### src/rtl/csbp_pkg.sv
// ----------------------------------------------------------------------------
// csbp_pkg - shared types and constants of the cycle shift block permuter
// Sizes of the element store and workspace, field widths, action and status
// codes, register indexes and the structs passed between the modules.
// ----------------------------------------------------------------------------
`default_nettype none

package csbp_pkg;

    // store geometry
    localparam int MEM_DEPTH = 4096;
    localparam int BLOCK_MAX = 16;
    localparam int MEM_AW    = $clog2(MEM_DEPTH);
    localparam int WORK_AW   = (BLOCK_MAX > 1) ? $clog2(BLOCK_MAX) : 1;

    // word field widths
    localparam int ACT_W  = 2;
    localparam int FLD_W  = 12;                // address and count fields
    localparam int DATA_W = 64;
    localparam int ELEM_W = 2 * DATA_W;        // {im, re}
    localparam int STAT_W = 2;

    // configuration widths
    localparam int ROWS_W = 13;
    localparam int COLS_W = 13;
    localparam int LEN_W  = 5;

    // internal widths
    localparam int BLK_W   = MEM_AW;                       // block index
    localparam int CNT_W   = (MEM_AW > FLD_W) ? MEM_AW : FLD_W;
    localparam int PROD_W  = ROWS_W + COLS_W;
    localparam int PLEN_W  = PROD_W + LEN_W;
    localparam int BASE_W  = BLK_W + LEN_W;
    localparam int MM_T_W  = BLK_W + 2;
    localparam int MM_BW   = $clog2(ROWS_W);

    // stream and APB widths
    localparam int S_TDATA_W = 2 * FLD_W + ELEM_W;
    localparam int M_TDATA_W = ELEM_W;
    localparam int PADDR_W   = 4;
    localparam int APB_DW    = 32;

    // action codes (s_tuser)
    localparam logic [ACT_W-1:0] ACT_WR_ELEM = 2'd0;
    localparam logic [ACT_W-1:0] ACT_RD_ELEM = 2'd1;
    localparam logic [ACT_W-1:0] ACT_WR_WORK = 2'd2;
    localparam logic [ACT_W-1:0] ACT_SHIFT   = 2'd3;

    // status codes (m_tuser)
    localparam logic [STAT_W-1:0] ST_OK    = 2'd0;
    localparam logic [STAT_W-1:0] ST_ADDR  = 2'd1;
    localparam logic [STAT_W-1:0] ST_SHIFT = 2'd2;

    // register indexes (paddr[3:2])
    localparam logic [1:0] REG_ROWS = 2'd0;
    localparam logic [1:0] REG_COLS = 2'd1;
    localparam logic [1:0] REG_BLEN = 2'd2;

    typedef struct packed {
        logic [ROWS_W-1:0] rows;
        logic [COLS_W-1:0] cols;
        logic [LEN_W-1:0]  block_len;
    } cfg_t;

    typedef struct packed {
        logic              start;
        logic [BLK_W-1:0]  k;
        logic [ROWS_W-1:0] mult;
        logic [BLK_W-1:0]  modulus;
    } mm_req_t;

    typedef struct packed {
        logic             done;
        logic [BLK_W-1:0] prod;
    } mm_rsp_t;

endpackage

`default_nettype wire

### src/rtl/csbp_regs.sv
// ----------------------------------------------------------------------------
// csbp_regs - APB configuration registers
// rows, cols and block_len; all reset to one, read back zero-extended.
// ----------------------------------------------------------------------------
`default_nettype none

module csbp_regs (
    input  wire logic                          aclk,
    input  wire logic                          aresetn,
    input  wire logic                          psel,
    input  wire logic                          penable,
    input  wire logic                          pwrite,
    input  wire logic [csbp_pkg::PADDR_W-1:0]  paddr,
    input  wire logic [csbp_pkg::APB_DW-1:0]   pwdata,
    output logic      [csbp_pkg::APB_DW-1:0]   prdata,
    output logic                               pready,
    output csbp_pkg::cfg_t                     cfg
);

    csbp_pkg::cfg_t cfg_reg, cfg_next;
    logic           wr_en;

    assign pready = 1'b1;
    assign wr_en  = psel && penable && pwrite && pready;
    assign cfg    = cfg_reg;

    always_comb begin
        cfg_next = cfg_reg;
        if (wr_en) begin
            unique case (paddr[3:2])
                csbp_pkg::REG_ROWS: cfg_next.rows      = pwdata[csbp_pkg::ROWS_W-1:0];
                csbp_pkg::REG_COLS: cfg_next.cols      = pwdata[csbp_pkg::COLS_W-1:0];
                csbp_pkg::REG_BLEN: cfg_next.block_len = pwdata[csbp_pkg::LEN_W-1:0];
                default: ;  // unused index, ignored
            endcase
        end
    end

    always_comb begin
        unique case (paddr[3:2])
            csbp_pkg::REG_ROWS: prdata = csbp_pkg::APB_DW'(cfg_reg.rows);
            csbp_pkg::REG_COLS: prdata = csbp_pkg::APB_DW'(cfg_reg.cols);
            csbp_pkg::REG_BLEN: prdata = csbp_pkg::APB_DW'(cfg_reg.block_len);
            default:            prdata = '0;
        endcase
    end

    always_ff @(posedge aclk) begin
        if (!aresetn) begin
            cfg_reg.rows      <= csbp_pkg::ROWS_W'(1);
            cfg_reg.cols      <= csbp_pkg::COLS_W'(1);
            cfg_reg.block_len <= csbp_pkg::LEN_W'(1);
        end else begin
            cfg_reg <= cfg_next;
        end
    end

endmodule

`default_nettype wire

### config.mk
export PLATFORM = sky130hd
export DESIGN_NAME = csbp_regs
export DESIGN_NICKNAME = d
export VERILOG_FILES = /design/src/rtl/csbp_pkg.sv /design/src/rtl/csbp_regs.sv
export SDC_FILE = /design/constraint.sdc
export NUM_CORES = 1
export LEC_CHECK = 0
export BUFFER_PORTS_ARGS = -buffer_cell sky130_fd_sc_hd__buf_4
export CORE_UTILIZATION = 42
export DETAILED_ROUTE_END_ITERATION = 6
export PLACE_DENSITY = 0.8
export RECOVER_POWER = 50
export SYNTH_ARGS = -nofsm -noshare
export SYNTH_HDL_FRONTEND = slang
export SYNTH_SLANG_ARGS = --single-unit
### constraint.sdc
create_clock -name aclk -period 1.37 [get_ports aclk]
set_input_delay 0.0685 -clock aclk [delete_from_list [all_inputs] [get_ports aclk]]
set_output_delay 0.0685 -clock aclk [all_outputs]
set_load 0.01 [all_outputs]
==> metrics.md <==
| Metric | Value |
|---|---|
| Status | complete, no violations |
| Ys async rst share | 0 |
| Initial antenna violation count | 0 |
| Number of hold violations in the final report | 0 |
| Area added between synthesis and finish | 28.9% |
| Top area cells in the synthesized netlist | dfxtp_1, mux2i_1, nand2_1 |
| Placed cell area | 2020 um^2 |
| Post-route DRC violation count | 0 |
| Leakage dissipation | 1.02 nW |
| Core outline area | 3470 um^2 |
| Placer congestion estimate | 0.716 |
| CTS buffer count | 5 |
| Sequential share of the synthesized area | 0.391 |
| Slowest library cell on the worst path | clkbuf_1 |
| Overflow after GRT | 0 |
| Smallest setup slack after layout | 0.232 ns |
| Nets | 280 |
| PwrDens | 926 nW/um^2 |
| Synthesis Warnings | 0 |
| Vias per cell | 4.62 |
| Endpoint class of the critical path | register |
| Count of buffer and inverter cells on the critical path | 2 |
| Critical path startpoint category | input pin |
| Clock Power Share | 0.406 |
| Instance count of the mapped netlist | 175 |
| Hold crit path type | input pin to register |
| Library cell with the largest summed area after synthesis | dfxtp_1 |
| Worst rel slew slack | 0.534 |
| Fillcell total | 345 |
| Biggest fanout along the worst timing path | 16 |
| Endpoints failing setup | 0 |
| Number of library cell types mapped by synthesis | 16 |
| Multiplexer area fraction after synthesis | 0.278 |
| Main synth FF type | dfxtp_1 |
| Iteration-0 DRC count of the detailed router | 41 |
| Largest family of logic cells by synthesized area | multiplexers |
| Width of the chip | 63.5 um |
| Sequential power share | 0.487 |
| Number of input and output port buffers inserted | 63 |
| Crit-path leading delay family | buffers and inverters |
| Overall fraction of global-route tracks in use | 0.183 |
| Fraction of the mapped netlist area in compound gates | 0.0158 |
| Insertion delay of the later-clocked pin in the worst-skew pair | 0.27 ns |
| Met3 routed wirelength | 223 um |
| Internal power | 1.46 mW |
| Total number of H-tree levels | 2 |
| Worst-path cell chain | buf_4 -> nor3_1 -> clkbuf_1 -> mux2i_1 |
| Maximum frequency from static timing analysis | 0.878 GHz |
| Clock buffer depth | 2 |
| Setup TNS | 0 ns |
| Routed via count | 1321 |
| Top routing layer used | met4 |
| Resized cells post-CTS | 0 |
| Adder-cell share of the synthesized area | 0 |
| Buffers inserted during post-CTS setup optimization | 0 |
| Post-detailed-route count of antenna-violating nets | 0 |
| Clock Sink Count | 31 |
| Total standard cell area after synthesis | 1590 um^2 |
| Cell chosen for the clock root | clkbuf_8 |
| Critical path type | input pin to register |
| # hold bufs at CTS | 0 |
| Number of core rows | 21 |
| Register clock-pin slew on the reported worst setup and hold paths | 0.06 ns |
| Area share of the largest cell type after synthesis | 0.391 |
| Wire length on met1 | 1600 um |
| Worst hold slack | 0.0709 ns |
| Maximum number of pins on one net before global-route repair | 38 |
| Setup Slack @ Placement | 0.247 ns |
| Half-perimeter wire length after detailed placement | 2540 um |
| Simple-gate share of the synthesized area | 0.171 |
| Synth Area per Inst | 9.07 um^2 |
| Sw Share | 0.230 |
| ANT cells | 0 |
| Xor-xnor portion of the synthesized cell area | 0 |
| Die area | 4030 um^2 |
| Wire length per cell | 12.2 um |
| Most common cell in the synthesized netlist | nand2_1 |
| Proportion of power drawn by combinational gates | 0.106 |
| Slew Limit Fails | 0 |
| Total wire length | 3490 um |
| First-pass GRT wire length | 5690 um |
| Post-route standard cell area excluding fillers | 2040 um^2 |
| Register bit count reported by yosys | 31 |
| Layout cells sized above 1 | 0.263 |
| TritonCTS clock tree | done |
| Util after Layout | 0.589 |
| Fraction of the cycle the final worst path needs | 0.831 |
| Max-capacitance violation count | 0 |
| Starting density of the core | 0.457 |
| Clock period minus worst slack | 1.14 ns |
| Peak ir drop on the vdd network | 0.564 mV |
| Number of enable-type register cells in the synthesized netlist | 0 |
| Arrival time at the worst endpoint | 1.33 ns |
| Data required, critical path | 1.56 ns |
| Setup skew after layout | 0 ns |
| Die extent in y | 63.5 um |
| Met2 routed wirelength | 1640 um |
| Via count of the first global-routing pass | 1225 |
| Transition time at the pin with the least slew margin | 0.699 ns |
| Commonest cells post-synth | nand2_1, mux2i_1, dfxtp_1 |
| Unrepaired setup endpoints after global routing | false |
| Switching power total | 0.436 mW |
| Flip-flop count of the largest register after layout | 31 |
| Boundary Pins | 105 |
| Detailed-routing iteration count for the pre-antenna-repair pass | 5 |
| Worst path max stage delay | 0.57 ns |
[routing by layer]
metal | vias to the layer above | GRT usage
li1 | 660 | -
met1 | 604 | 0.221
met2 | 53 | 0.305
met3 | 4 | 0.0562
met4 | 0 | 0.0597
met5 | - | 0
[cell type report]
cell class	count	area, um^2	share of cell area
Sequential cell	31	621	0.304
Multi-Input combinational cell	131	796	0.389
Clock buffer	8	100	0.0490
Tap cell	46	57.6	0.0282
Timing Repair Buffer	70	470	0.230
[logic make-up after synthesis]
kind of cell	Yosys count
AO/OA/AOI/OAI	5
buffers and inverters	31
flip-flops	31
multiplexers	44
other	2
AND/OR/NAND/NOR	62
[through the flow]
step | power, mW | cells
6_report | 1.89 | 286
5_1_grt | 1.98 | 286
4_1_cts | 1.92 | 286
3_5_place_dp | 1.15 | 278
3_3_place_gp | 1.15 | 278
2_1_floorplan | 1.10 | 193
[cell usage in the layout (no fill, tap or decap)]
master,instances
clkbuf_8,7
nand4_1,1
nor2b_1,5
clkbuf_2,1
o21ai_0,5
nand2_1,45
dfxtp_1,31
conb_1,20
clkbuf_1,15
mux2i_1,44
nand3_1,1
nor2_1,8
buf_4,55
or3b_1,1
nor3_1,1
[final timing paths]
kind / depth (start not counted) / end / slack [ns] / from
worst min register to register: 2 / cfg[20] / 0.47 / cfg[20]
worst min-delay path: 3 / cfg[12] / 0.07 / pwdata[7]
worst max-delay path: 4 / cfg[26] / 0.23 / paddr[3]
worst max register to register: 2 / cfg[18] / 0.73 / cfg[18]
[power by group through the flow]
stage	clock network [mW]	registers [mW]	logic, mW
after global placement	0	0.942	0.208
final	0.770	0.922	0.202
after floorplan	0	0.946	0.156
after detailed placement	0	0.942	0.210
after global routing	0.835	0.924	0.220
after CTS	0.788	0.922	0.210
[tightest hold or removal path, delay by kind of cell]
| kind | cells | cell delay (ns) |
|---|---|---|
| buffers and inverters | 1 | 0.08 |
| multiplexers | 1 | 0.11 |
| AND/OR/NAND/NOR | 1 | 0.05 |
Note: power is estimated with default switching activity, not from simulation.
