[config.mk]
export PLATFORM = sky130hd
export DESIGN_NAME = csbp_modmul
export DESIGN_NICKNAME = d
export VERILOG_FILES = /design/src/rtl/csbp_pkg.sv /design/src/rtl/csbp_modmul.sv
export SDC_FILE = /design/constraint.sdc
export NUM_CORES = 1
export LEC_CHECK = 0
export BUFFER_PORTS_ARGS = -buffer_cell sky130_fd_sc_hd__buf_4
export CAP_MARGIN = 20
export CORE_MARGIN = 1
export CORE_UTILIZATION = 45
export CTS_CLUSTER_DIAMETER = 50
export DETAILED_ROUTE_END_ITERATION = 8
export GPL_TIMING_DRIVEN = 0
export HOLD_SLACK_MARGIN = 0.05
export PLACE_DENSITY = 0.65
export SYNTH_ARGS = -nofsm -noshare
export SYNTH_HDL_FRONTEND = slang
export SYNTH_SLANG_ARGS = --single-unit
[constraint.sdc]
create_clock -name aclk -period 15.3 [get_ports aclk]
set_clock_uncertainty 0.1 [all_clocks]
set_input_delay 0.765 -clock aclk [delete_from_list [all_inputs] [get_ports aclk]]
set_output_delay 0.765 -clock aclk [all_outputs]
set_load 0.02 [all_outputs]
[src/rtl/csbp_pkg.sv]
// ----------------------------------------------------------------------------
// csbp_pkg - shared types and constants of the cycle shift block permuter
// Sizes of the element store and workspace, field widths, action and status
// codes, register indexes and the structs passed between the modules.
// ----------------------------------------------------------------------------
`default_nettype none

package csbp_pkg;

    // store geometry
    localparam int MEM_DEPTH = 4096;
    localparam int BLOCK_MAX = 16;
    localparam int MEM_AW    = $clog2(MEM_DEPTH);
    localparam int WORK_AW   = (BLOCK_MAX > 1) ? $clog2(BLOCK_MAX) : 1;

    // word field widths
    localparam int ACT_W  = 2;
    localparam int FLD_W  = 12;                // address and count fields
    localparam int DATA_W = 64;
    localparam int ELEM_W = 2 * DATA_W;        // {im, re}
    localparam int STAT_W = 2;

    // configuration widths
    localparam int ROWS_W = 13;
    localparam int COLS_W = 13;
    localparam int LEN_W  = 5;

    // internal widths
    localparam int BLK_W   = MEM_AW;                       // block index
    localparam int CNT_W   = (MEM_AW > FLD_W) ? MEM_AW : FLD_W;
    localparam int PROD_W  = ROWS_W + COLS_W;
    localparam int PLEN_W  = PROD_W + LEN_W;
    localparam int BASE_W  = BLK_W + LEN_W;
    localparam int MM_T_W  = BLK_W + 2;
    localparam int MM_BW   = $clog2(ROWS_W);

    // stream and APB widths
    localparam int S_TDATA_W = 2 * FLD_W + ELEM_W;
    localparam int M_TDATA_W = ELEM_W;
    localparam int PADDR_W   = 4;
    localparam int APB_DW    = 32;

    // action codes (s_tuser)
    localparam logic [ACT_W-1:0] ACT_WR_ELEM = 2'd0;
    localparam logic [ACT_W-1:0] ACT_RD_ELEM = 2'd1;
    localparam logic [ACT_W-1:0] ACT_WR_WORK = 2'd2;
    localparam logic [ACT_W-1:0] ACT_SHIFT   = 2'd3;

    // status codes (m_tuser)
    localparam logic [STAT_W-1:0] ST_OK    = 2'd0;
    localparam logic [STAT_W-1:0] ST_ADDR  = 2'd1;
    localparam logic [STAT_W-1:0] ST_SHIFT = 2'd2;

    // register indexes (paddr[3:2])
    localparam logic [1:0] REG_ROWS = 2'd0;
    localparam logic [1:0] REG_COLS = 2'd1;
    localparam logic [1:0] REG_BLEN = 2'd2;

    typedef struct packed {
        logic [ROWS_W-1:0] rows;
        logic [COLS_W-1:0] cols;
        logic [LEN_W-1:0]  block_len;
    } cfg_t;

    typedef struct packed {
        logic              start;
        logic [BLK_W-1:0]  k;
        logic [ROWS_W-1:0] mult;
        logic [BLK_W-1:0]  modulus;
    } mm_req_t;

    typedef struct packed {
        logic             done;
        logic [BLK_W-1:0] prod;
    } mm_rsp_t;

endpackage

`default_nettype wire

[src/rtl/csbp_modmul.sv]
// ----------------------------------------------------------------------------
// csbp_modmul - bit-serial modular multiplier
// prod = (k * mult) mod modulus, one multiplier bit per cycle, MSB first.
// Needs k < modulus; done pulses one cycle with the result.
// ----------------------------------------------------------------------------
`default_nettype none

module csbp_modmul (
    input  wire logic              aclk,
    input  wire logic              aresetn,
    input  wire csbp_pkg::mm_req_t req,
    output csbp_pkg::mm_rsp_t      rsp
);

    localparam int TW = csbp_pkg::MM_T_W;

    logic [csbp_pkg::BLK_W-1:0]  acc_reg, acc_next;
    logic [csbp_pkg::BLK_W-1:0]  k_reg, k_next;
    logic [csbp_pkg::BLK_W-1:0]  q_reg, q_next;
    logic [csbp_pkg::ROWS_W-1:0] mult_reg, mult_next;
    logic [csbp_pkg::MM_BW-1:0]  bit_reg, bit_next;
    logic                        busy_reg, busy_next;
    logic                        done_reg, done_next;

    logic [TW-1:0] t_sum;
    logic [TW-1:0] q1;
    logic [TW-1:0] q2;
    logic [TW-1:0] t_red;

    // acc < q, so 2*acc + k < 3*q: at most one of q or 2q comes off
    always_comb begin
        q1    = TW'(q_reg);
        q2    = TW'(q_reg) << 1;
        t_sum = (TW'(acc_reg) << 1) + (mult_reg[bit_reg] ? TW'(k_reg) : '0);
        if (t_sum >= q2) begin
            t_red = t_sum - q2;
        end else if (t_sum >= q1) begin
            t_red = t_sum - q1;
        end else begin
            t_red = t_sum;
        end
    end

    always_comb begin
        acc_next  = acc_reg;
        k_next    = k_reg;
        q_next    = q_reg;
        mult_next = mult_reg;
        bit_next  = bit_reg;
        busy_next = busy_reg;
        done_next = 1'b0;
        if (req.start) begin
            acc_next  = '0;
            k_next    = req.k;
            q_next    = req.modulus;
            mult_next = req.mult;
            bit_next  = csbp_pkg::MM_BW'(csbp_pkg::ROWS_W - 1);
            busy_next = 1'b1;
        end else if (busy_reg) begin
            acc_next = csbp_pkg::BLK_W'(t_red);
            if (bit_reg == '0) begin
                busy_next = 1'b0;
                done_next = 1'b1;
            end else begin
                bit_next = bit_reg - 1'b1;
            end
        end
    end

    always_ff @(posedge aclk) begin
        if (!aresetn) begin
            busy_reg <= 1'b0;
            done_reg <= 1'b0;
        end else begin
            busy_reg <= busy_next;
            done_reg <= done_next;
        end
        acc_reg  <= acc_next;
        k_reg    <= k_next;
        q_reg    <= q_next;
        mult_reg <= mult_next;
        bit_reg  <= bit_next;
    end

    assign rsp.done = done_reg;
    assign rsp.prod = acc_reg;

endmodule

`default_nettype wire
==> results of run 1 <==
-- power groups by stage --
| stage | registers (uW) | logic (uW) | clock network, uW |
|---|---|---|---|
| 2_1_floorplan | 196 | 287 | 0 |
| 3_3_place_gp | 191 | 390 | 0 |
| 3_5_place_dp | 192 | 395 | 0 |
| 4_1_cts | 188 | 398 | 92.8 |
| 5_1_grt | 190 | 441 | 97.9 |
| 6_report | 188 | 403 | 91.1 |
-- layout make-up --
class	count	area [um2]
repair buffers	52	390
well taps	105	131
inverters	22	82.6
multi-input cells	313	2290
plain buffers	15	78.8
clock inverters	3	28.8
fillers	773	3800
flip-flops and latches	55	1470
clock buffers	5	68.8
-- final timing paths --
path | cells after the start | start | endpoint
max reg2reg | 20 | bit_reg[1] | acc_reg[9]
min reg2reg | 2 | acc_reg[8] | acc_reg[8]
max | 20 | bit_reg[1] | acc_reg[9]
min | 2 | acc_reg[8] | acc_reg[8]
-- worst max-delay path, cell delays in order (launching register included) --
cell and delay, ns:
dfxtp_1 0.32, clkbuf_1 0.34, mux4_2 0.36, mux2_2 0.28, o22a_1 0.24, clkbuf_1 0.22, and2_1 0.24, fa_1 0.45
a211oi_1 0.41, o21bai_1 0.13, a21oi_1 0.19, xnor2_1 0.27, ha_1 0.40, nand4_1 0.13, nor2_1 0.10, a2111oi_0 0.58
a21oi_1 0.31, or3_1 0.37, clkbuf_2 0.20, a2111oi_1 0.41, o32ai_1 0.15
-- layer usage --
metal  global-route usage  vias to the layer above  wire length [um]
met2                0.336                      104              4290
met5                    0                        -                 0
met1                0.306                     1545              4530
met3               0.0295                       13               435
li1                     -                     1662                 -
met4               0.0572                        0               125
-- cells by family after synthesis --
kind of cell | Yosys count
AND/OR/NAND/NOR | 125
AO/OA/AOI/OAI | 121
flip-flops | 55
adder cells (fa/ha/maj) | 39
buffers and inverters | 37
XOR/XNOR | 19
multiplexers | 9
-- synthesized netlist by cell type (3+ instances only) --
cell        n
a2111oi_0   4
a211oi_1    6
a21o_1      8
a21oi_1    21
a311oi_1    3
a41oi_1     3
and2_1     11
clkbuf_1    8
dfxtp_1    18
edfxtp_1   37
fa_1        3
ha_1       36
inv_1      21
mux2i_1     6
nand2_1    20
nand2b_1    9
nand3_1     7
nand4_1     9
nor2_1     32
nor2b_1     4
nor3_1     12
o2111ai_1   5
o211ai_1    6
o21a_1      5
o21ai_0    14
o21ai_1    10
o21bai_1    7
o221ai_1    3
o22ai_1     3
o31ai_1     3
or2_2       3
or3_1       6
xnor2_1    15
xor2_1      4
-- metrics by stage --
step                area [um2]  std cells
finish                    4540        570
global route              4540        570
CTS                       4540        570
detailed placement        4450        562
global placement          4450        562
floorplan                 3930        405
-- cell usage in the layout (no fill, tap or decap), types with 4 or more instances in the layout --
master	netlist	layout
nand4_1	9	9
o2111ai_1	5	5
nor3_1	12	12
a2111oi_0	4	4
and2_1	11	11
dfxtp_1	18	18
nand2_1	20	20
buf_4	1	53
nand2b_1	9	9
nand3_1	7	7
edfxtp_1	37	37
o21bai_1	7	7
mux2i_1	6	6
a211oi_1	6	6
nor2b_1	4	4
a21o_1	8	8
a21oi_1	21	21
xnor2_1	15	15
xor2_1	4	4
inv_1	21	21
o211ai_1	6	6
o21a_1	5	5
nor2_1	32	32
o21ai_0	14	14
clkbuf_1	8	8
clkbuf_8	0	5
o21ai_1	10	10
or3_1	6	6
ha_1	36	36
==> flow_metrics.py, run 1 <==
metrics = {
    "logic_synthesis": {
        "synthSimpleGateAreaFrac": 0.164,
        "syn_inst": 405,
        "ys_ff_latch": 55,
        "async_flop_share": 0,
        "yosys_warnings": 0,
        "synth_area_um2": 3930,
        "synth_top_family_by_area": "compound AO/OA/AOI/OAI gates",
        "synth-edff-count": 37,
        "synth_flop_cell": "edfxtp_1",
        "synth_xor_area_frac": 0.0424,
        "synthTopCellsByArea": "edfxtp_1 (28%), ha_1 (11%), dfxtp_1 (9.2%), xnor2_1 (3.3%), nor2_1 (3.1%)",
        "synth_compound_area_frac": 0.218,
        "seq_area_frac_synth": 0.375,
        "synth_mux_area_frac": 0.0296,
        "synth_largest_area_cell": "edfxtp_1",
        "synth.distinct_cells": 68,
        "synth_nets": 484,
        "synth_top_area_share": 0.283,
        "synth_area_per_cell_um2": 9.69,
        "synth-adder-area-share": 0.130,
    },
    "cts": {
        "cts.clk_slew.worst_paths_ns": 0.12,
        "htreeDepth": 2,
        "cts_setup_buffers": 0,
        "clock_latency_ns": 0.32,
        "cts_root_buffer": "clkbuf_8",
        "cts-resized-gates": 0,
        "cts-buffers-inserted": 5,
        "cts_tree": "done",
        "cts.sinks": 55,
        "clock_path_buffers": 2,
        "hold_buffers": 0,
    },
    "pwr": {
        "sw_frac_of_total": 0.444,
        "p_leak_uw": 0.00190,
        "power-per-cell-area_nw_per_um2": 150,
        "clock_power_share": 0.134,
        "comb_power_share": 0.591,
        "p_sw_uw": 303,
        "pwr-share-seq": 0.276,
        "power.total_uw": 682,
        "ir_drop_uv": 58.9,
        "p_int_uw": 379,
    },
    "placed_design": {
        "dp_hpwl_mm": 7.44,
        "place_congestion": 0.909,
        "dpl_worst_slack_ns": 9.08,
        "io_buffers": 52,
    },
    "layout": {
        "diodes": 0,
        "post-route-util": 0.545,
        "drive_gt1_frac": 0.163,
        "largest_reg_flops": 13,
        "nets": 543,
        "syn2layout_area_growth_pct": 15.8,
    },
    "sta": {
        "hold_slack_ns": 0.442,
        "fin_crit_sh": 0.412,
        "hold_violations": 0,
        "slew_headroom": 0.548,
        "post-route-min-period_ns": 6.31,
        "setup-violations-final": 0,
        "slew_violations": 0,
        "rsz0062_at_grt": "no",
        "setup-tns-final_ns": 0,
        "max_freq_mhz": 159,
        "worst_pin_slew_ns": 0.670,
        "fin_ws_ns": 8.99,
    },
    "die": {
        "num_rows": 33,
        "die_h_um": 95.4,
        "fp.dieW_um": 95.4,
        "ios": 53,
        "placeableCoreArea_um2": 8340,
        "die_area_um2": 9100,
        "initial_core_util": 0.471,
    },
    "critical_path": {
        "cp-start-kind": "flip-flop",
        "worstSetupPathType": "flip-flop to flip-flop",
        "cp.arrival_ns": 6.41,
        "crit_required_ns": 15.40,
        "rrSetupSlack_ns": 8.99,
        "worstPathMaxFanout": 10,
        "end_kind": "flip-flop",
    },
    "grt": {
        "grt_antenna_before_repair": 0,
        "first_global_vias": 3031,
        "grt_usage": 0.213,
        "grt_pass1_wl_mm": 14.8,
        "grt-ovfl-total": 0,
        "grt_start_max_net_pins": 39,
    },
    "worst_hold_path": {
        "worstHoldPathType": "flip-flop to flip-flop",
    },
    "status": {
        "status": "finished, final reports clean",
    },
    "route": {
        "viasPerCell": 5.83,
        "avgRoutedWirePerCell_um": 16.5,
        "drtIter0Drc": 179,
        "firstDrtPassIters": 4,
        "routed_wl_mm": 9.38,
        "drt_drc_violations_left": 0,
        "vias": 3324,
        "ant_nets": 0,
    },
    "flow_run": {
        "drv_cap": 0,
    },
}
(Power assumes the default switching activity.)
==> inputs of run 2 (changes only) <==
==> constraint.sdc (replaced) <==
create_clock -name aclk -period 6.6 [get_ports aclk]
set_clock_uncertainty 0.1 [all_clocks]
set_input_delay 0.33 -clock aclk [delete_from_list [all_inputs] [get_ports aclk]]
set_output_delay 0.33 -clock aclk [all_outputs]
set_load 0.02 [all_outputs]
==> flow_metrics.py, run 2 (synthesized netlist as in run 1, its figures left out) <==
metrics = {
    "layout": {
        "diodes": 0,
        "nets": 543,
        "final_cell_mix": "buf_4 (53), edfxtp_1 (37), ha_1 (36)",
        "nFillCells": 772,
        "largest_reg_flops": 13,
        "syn2layout_area_growth_pct": 15.9,
        "finalNonFillerCells": 570,
        "mostFrequentLayoutCell": "buf_4",
        "drive_gt1_frac": 0.166,
        "final_area_um2": 4550,
        "post-route-util": 0.546,
    },
    "die": {
        "fp.dieW_um": 95.4,
        "initial_core_util": 0.471,
        "die_h_um": 95.4,
        "placeableCoreArea_um2": 8340,
        "num_rows": 33,
        "ios": 53,
        "die_area_um2": 9100,
    },
    "sta": {
        "setup-tns-final_ns": 0,
        "fin_crit_sh": 0.939,
        "max_freq_mhz": 161,
        "slew_violations": 0,
        "setup-violations-final": 0,
        "worst_pin_slew_ns": 0.648,
        "post-route-min-period_ns": 6.20,
        "rsz0062_at_grt": "no",
        "slew_headroom": 0.562,
        "hold_violations": 0,
    },
    "critical_path": {
        "reg2reg_depth": 20,
        "worstPathMaxFanout": 10,
        "cp-start-kind": "flip-flop",
        "crit_required_ns": 6.70,
        "worstSetupPathType": "flip-flop to flip-flop",
        "crit_chain": "clkbuf_1 > mux4_2 > mux2_2 > o22a_1 > clkbuf_1 > and2_1 > fa_1 > a211oi_1 > o21bai_1 > a21oi_1 > xnor2_1 > ha_1 > nand4_1 > nor2_1 > a2111oi_1 > a21oi_1 > or3_1 > clkbuf_2 > a2111oi_1 > o32ai_1",
        "cp_top_family": "compound AO/OA/AOI/OAI gates",
        "reg2reg_from": "bit_reg[1]",
        "cpMaxStageDelayCell": "a2111oi_1",
        "timing.rr.end": "acc_reg[9]",
        "cp.buffers_inverters": 3,
        "cp.arrival_ns": 6.29,
        "max_stage_delay_ns": 0.51,
        "rrSetupSlack_ns": 0.40,
        "end_kind": "flip-flop",
    },
    "grt": {
        "grt-ovfl-total": 0,
        "grt_start_max_net_pins": 39,
        "first_global_vias": 3031,
        "grt_pass1_wl_mm": 14.8,
        "grt_usage": 0.213,
        "grt_antenna_before_repair": 0,
    },
    "cts": {
        "cts.clk_slew.worst_paths_ns": 0.12,
        "hold_buffers": 0,
        "cts-buffers-inserted": 5,
        "cts.sinks": 55,
        "clock_latency_ns": 0.32,
        "cts_tree": "done",
        "cts_setup_buffers": 0,
        "clock_path_buffers": 2,
        "htreeDepth": 2,
        "cts_root_buffer": "clkbuf_8",
    },
    "worst_hold_path": {
        "holdPathEnd": "q_reg[8]",
        "min_from": "req[8]",
        "worstHoldPathType": "primary input to flip-flop",
        "min_path_cells": 1,
    },
    "route": {
        "ant_nets": 0,
        "avgRoutedWirePerCell_um": 16.4,
        "routed.top_layer": "met4",
        "viasPerCell": 5.80,
        "routed_wl_mm": 9.36,
        "wl_met3_um": 541,
        "routed-wl-met2_mm": 4.30,
        "firstDrtPassIters": 5,
        "wl_met1_mm": 4.42,
        "drt_drc_violations_left": 0,
        "vias": 3306,
        "drtIter0Drc": 197,
    },
    "placed_design": {
        "io_buffers": 52,
        "dpl-instance-area_um2": 4450,
        "dp.cells": 562,
        "place_congestion": 0.909,
        "dp_hpwl_mm": 7.44,
    },
    "flow_run": {
        "drv_cap": 0,
    },
    "status": {
        "status": "finished, final reports clean",
    },
    "pwr": {
        "p_leak_uw": 0.00190,
        "ir_drop_uv": 137,
        "power-per-cell-area_nw_per_um2": 347,
    },
}
[run 2: report_power, final]
| group | leakage [uW] | internal (uW) | switching (uW) | total, uW |
|---|---|---|---|---|
| clock network | 0.0000511 | 80.6 | 130 | 210 |
| logic | 0.00134 | 393 | 542 | 935 |
| registers | 0.000510 | 407 | 28.3 | 436 |
[run 2: how the worst max path moves through the flow]
stage	from	endpoint	cells past startpoint
after CTS	bit_reg[1]	acc_reg[9]	20
final	bit_reg[1]	acc_reg[9]	20
after detailed placement	bit_reg[1]	acc_reg[9]	20
after global routing	bit_reg[1]	acc_reg[9]	20
after floorplan	bit_reg[0]	acc_reg[9]	20
after global placement	bit_reg[1]	acc_reg[9]	20
[run 2: layout make-up]
cell class	instances	area, um2	area share
multi-input combinational	313	2300	0.505
sequential	55	1470	0.323
timing repair buffer	52	390	0.0858
tap	105	131	0.0289
inverter	22	82.6	0.0181
buffer	15	78.8	0.0173
clock buffer	5	68.8	0.0151
clock inverter	3	28.8	0.00632
[run 2: routing by layer]
| layer | track usage | vias up |
|---|---|---|
| met5 | 0 | - |
| met4 | 0.0572 | 0 |
| met3 | 0.0295 | 11 |
| met2 | 0.336 | 113 |
| met1 | 0.306 | 1522 |
| li1 | - | 1660 |
[run 2: stage by stage]
step | hold slack, ns | worst slack, ns | power (uW)
finish | 0.0742 | 0.404 | 1580
global route | 0.0589 | 0.00806 | 1690
CTS | 0.0671 | 0.346 | 1570
detailed placement | 0.409 | 0.379 | 1360
global placement | 0.408 | 0.450 | 1350
floorplan | 0.329 | 1.40 | 1120
[run 2: timing repair]
action | 4_1_cts | 5_1_grt
endpoints found under the setup margin | 0 | 1
endpoints found under the hold margin | 0 | 0
gates resized for setup | 0 | 2
==> inputs of run 3 (changes only) <==
--- a/config.mk
+++ b/config.mk
@@ -7,13 +7,15 @@
 export LEC_CHECK = 0
 export BUFFER_PORTS_ARGS = -buffer_cell sky130_fd_sc_hd__buf_4
 export CAP_MARGIN = 20
+export CELL_PAD_IN_SITES_DETAIL_PLACEMENT = 1
+export CELL_PAD_IN_SITES_GLOBAL_PLACEMENT = 1
 export CORE_MARGIN = 1
 export CORE_UTILIZATION = 45
 export CTS_CLUSTER_DIAMETER = 50
 export DETAILED_ROUTE_END_ITERATION = 8
 export GPL_TIMING_DRIVEN = 0
 export HOLD_SLACK_MARGIN = 0.05
-export PLACE_DENSITY = 0.65
+export PLACE_DENSITY = 0.8
 export SYNTH_ARGS = -nofsm -noshare
 export SYNTH_HDL_FRONTEND = slang
 export SYNTH_SLANG_ARGS = --single-unit
==> constraint.sdc (replaced) <==
create_clock -name aclk -period 6.9 [get_ports aclk]
set_clock_uncertainty 0.1 [all_clocks]
set_input_delay 0.345 -clock aclk [delete_from_list [all_inputs] [get_ports aclk]]
set_output_delay 0.345 -clock aclk [all_outputs]
set_load 0.02 [all_outputs]
==> flow_metrics.py, run 3 (synthesized netlist as in run 1, its figures left out) <==
metrics = {
    "grt": {
        "grt_antenna_before_repair": 0,
        "grt_start_max_net_pins": 39,
        "grt-ovfl-total": 0,
        "grt_usage": 0.251,
        "first_global_vias": 3515,
        "grt_pass1_wl_mm": 17.3,
    },
    "sta": {
        "worst_pin_slew_ns": 0.945,
        "hold_violations": 0,
        "max_freq_mhz": 157,
        "post-route-min-period_ns": 6.37,
        "setup-violations-final": 0,
        "slew_violations": 0,
        "rsz0062_at_grt": "no",
        "setup-tns-final_ns": 0,
        "slew_headroom": 0.362,
        "fin_crit_sh": 0.923,
    },
    "critical_path": {
        "cp_top_family": "compound AO/OA/AOI/OAI gates",
        "rrSetupSlack_ns": 0.53,
        "cp.buffers_inverters": 3,
        "crit_required_ns": 6.99,
        "reg2reg_from": "bit_reg[1]",
        "timing.rr.end": "acc_reg[9]",
        "reg2reg_depth": 19,
        "cp.arrival_ns": 6.46,
        "cp-start-kind": "flip-flop",
        "worstPathMaxFanout": 10,
        "end_kind": "flip-flop",
        "crit_chain": "clkbuf_1 > mux4_2 > mux2_2 > o22a_1 > clkbuf_1 > and2_1 > fa_1 > a211oi_1 > o21ai_1 > a21oi_1 > xnor2_1 > ha_1 > or2_0 > a2111oi_0 > a21oi_1 > or3_1 > clkbuf_2 > a2111oi_1 > o32ai_1",
        "worstSetupPathType": "flip-flop to flip-flop",
        "max_stage_delay_ns": 0.57,
        "cpMaxStageDelayCell": "a2111oi_0",
    },
    "layout": {
        "drive_gt1_frac": 0.163,
        "finalNonFillerCells": 570,
        "nets": 543,
        "syn2layout_area_growth_pct": 15.7,
        "final_cell_mix": "buf_4 (53), edfxtp_1 (37), ha_1 (36)",
        "mostFrequentLayoutCell": "buf_4",
        "diodes": 0,
        "final_area_um2": 4540,
        "largest_reg_flops": 13,
    },
    "route": {
        "avgRoutedWirePerCell_um": 18.9,
        "drt_drc_violations_left": 0,
        "drtIter0Drc": 87,
        "vias": 3449,
        "routed_wl_mm": 10.8,
        "firstDrtPassIters": 4,
        "viasPerCell": 6.05,
        "ant_nets": 0,
    },
    "die": {
        "placeableCoreArea_um2": 8340,
        "die_area_um2": 9100,
        "initial_core_util": 0.471,
        "ios": 53,
        "die_h_um": 95.4,
        "num_rows": 33,
        "fp.dieW_um": 95.4,
    },
    "cts": {
        "cts.clk_slew.worst_paths_ns": 0.11,
        "cts.sinks": 55,
        "htreeDepth": 2,
        "cts-buffers-inserted": 5,
        "cts_setup_buffers": 0,
        "cts-resized-gates": 0,
        "hold_buffers": 0,
        "clock_path_buffers": 2,
        "clock_latency_ns": 0.32,
        "cts_tree": "done",
        "cts_root_buffer": "clkbuf_8",
    },
    "placed_design": {
        "place_congestion": 0.867,
        "dp.cells": 562,
        "dp_hpwl_mm": 8.47,
        "io_buffers": 52,
        "dpl-instance-area_um2": 4450,
    },
    "pwr": {
        "power-per-cell-area_nw_per_um2": 338,
        "p_leak_uw": 0.00190,
        "ir_drop_uv": 132,
    },
    "status": {
        "status": "finished, final reports clean",
    },
    "flow_run": {
        "drv_cap": 0,
    },
    "worst_hold_path": {
        "min_path_cells": 1,
        "worstHoldPathType": "primary input to flip-flop",
        "min_from": "req[6]",
        "holdPathEnd": "q_reg[6]",
    },
}
-- run 3: changes by cell type in the layout (fill, tap and decap cells not counted), sizes merged --
cell and change:
inv -1, clkinvlp +1
-- run 3: how the worst max path moves through the flow --
stage | startpoint | to | slack (ns) | cells after the start
floorplan | bit_reg[0] | acc_reg[9] | 1.70 | 20
global placement | bit_reg[1] | acc_reg[9] | 0.80 | 20
detailed placement | bit_reg[1] | acc_reg[9] | 0.66 | 20
CTS | bit_reg[1] | acc_reg[9] | 0.61 | 20
global route | bit_reg[1] | acc_reg[9] | 0.14 | 19
finish | bit_reg[1] | acc_reg[9] | 0.53 | 19
-- run 3: cell type report --
| cell class | count | area (um2) |
|---|---|---|
| Fill cell | 983 | 3800 |
| Multi-Input combinational cell | 313 | 2290 |
| Sequential cell | 55 | 1470 |
| Timing Repair Buffer | 52 | 390 |
| Tap cell | 105 | 131 |
| Inverter | 22 | 82.6 |
| Buffer | 15 | 78.8 |
| Clock buffer | 5 | 68.8 |
| Clock inverter | 3 | 27.5 |
-- run 3: per-stage QoR --
stage | utilization | total power [uW] | worst slack [ns] | hold WS, ns
floorplan | - | 1070 | 1.70 | 0.344
global placement | 0.533 | 1290 | 0.796 | 0.417
detailed placement | 0.533 | 1320 | 0.658 | 0.424
CTS | 0.545 | 1530 | 0.614 | 0.0803
global route | 0.545 | 1630 | 0.144 | 0.0789
finish | 0.545 | 1530 | 0.532 | 0.0859
-- run 3: report_power, final --
group	total, uW	switching (uW)	leakage (uW)	internal [uW]
clock network	199	123	0.0000467	75.6
registers	418	27.7	0.000510	390
logic	918	542	0.00134	376
total	1530	692	0.00190	842
-- run 3: metal layers --
| layer | GRT usage | wire [um] | part of all wire | vias to the layer above |
|---|---|---|---|---|
| met5 | 0 | 0 | 0 | - |
| met4 | 0.0796 | 229 | 0.021 | 0 |
| met3 | 0.0343 | 434 | 0.040 | 20 |
| met2 | 0.442 | 5290 | 0.49 | 84 |
| met1 | 0.315 | 4810 | 0.45 | 1671 |
| li1 | - | - | - | 1674 |
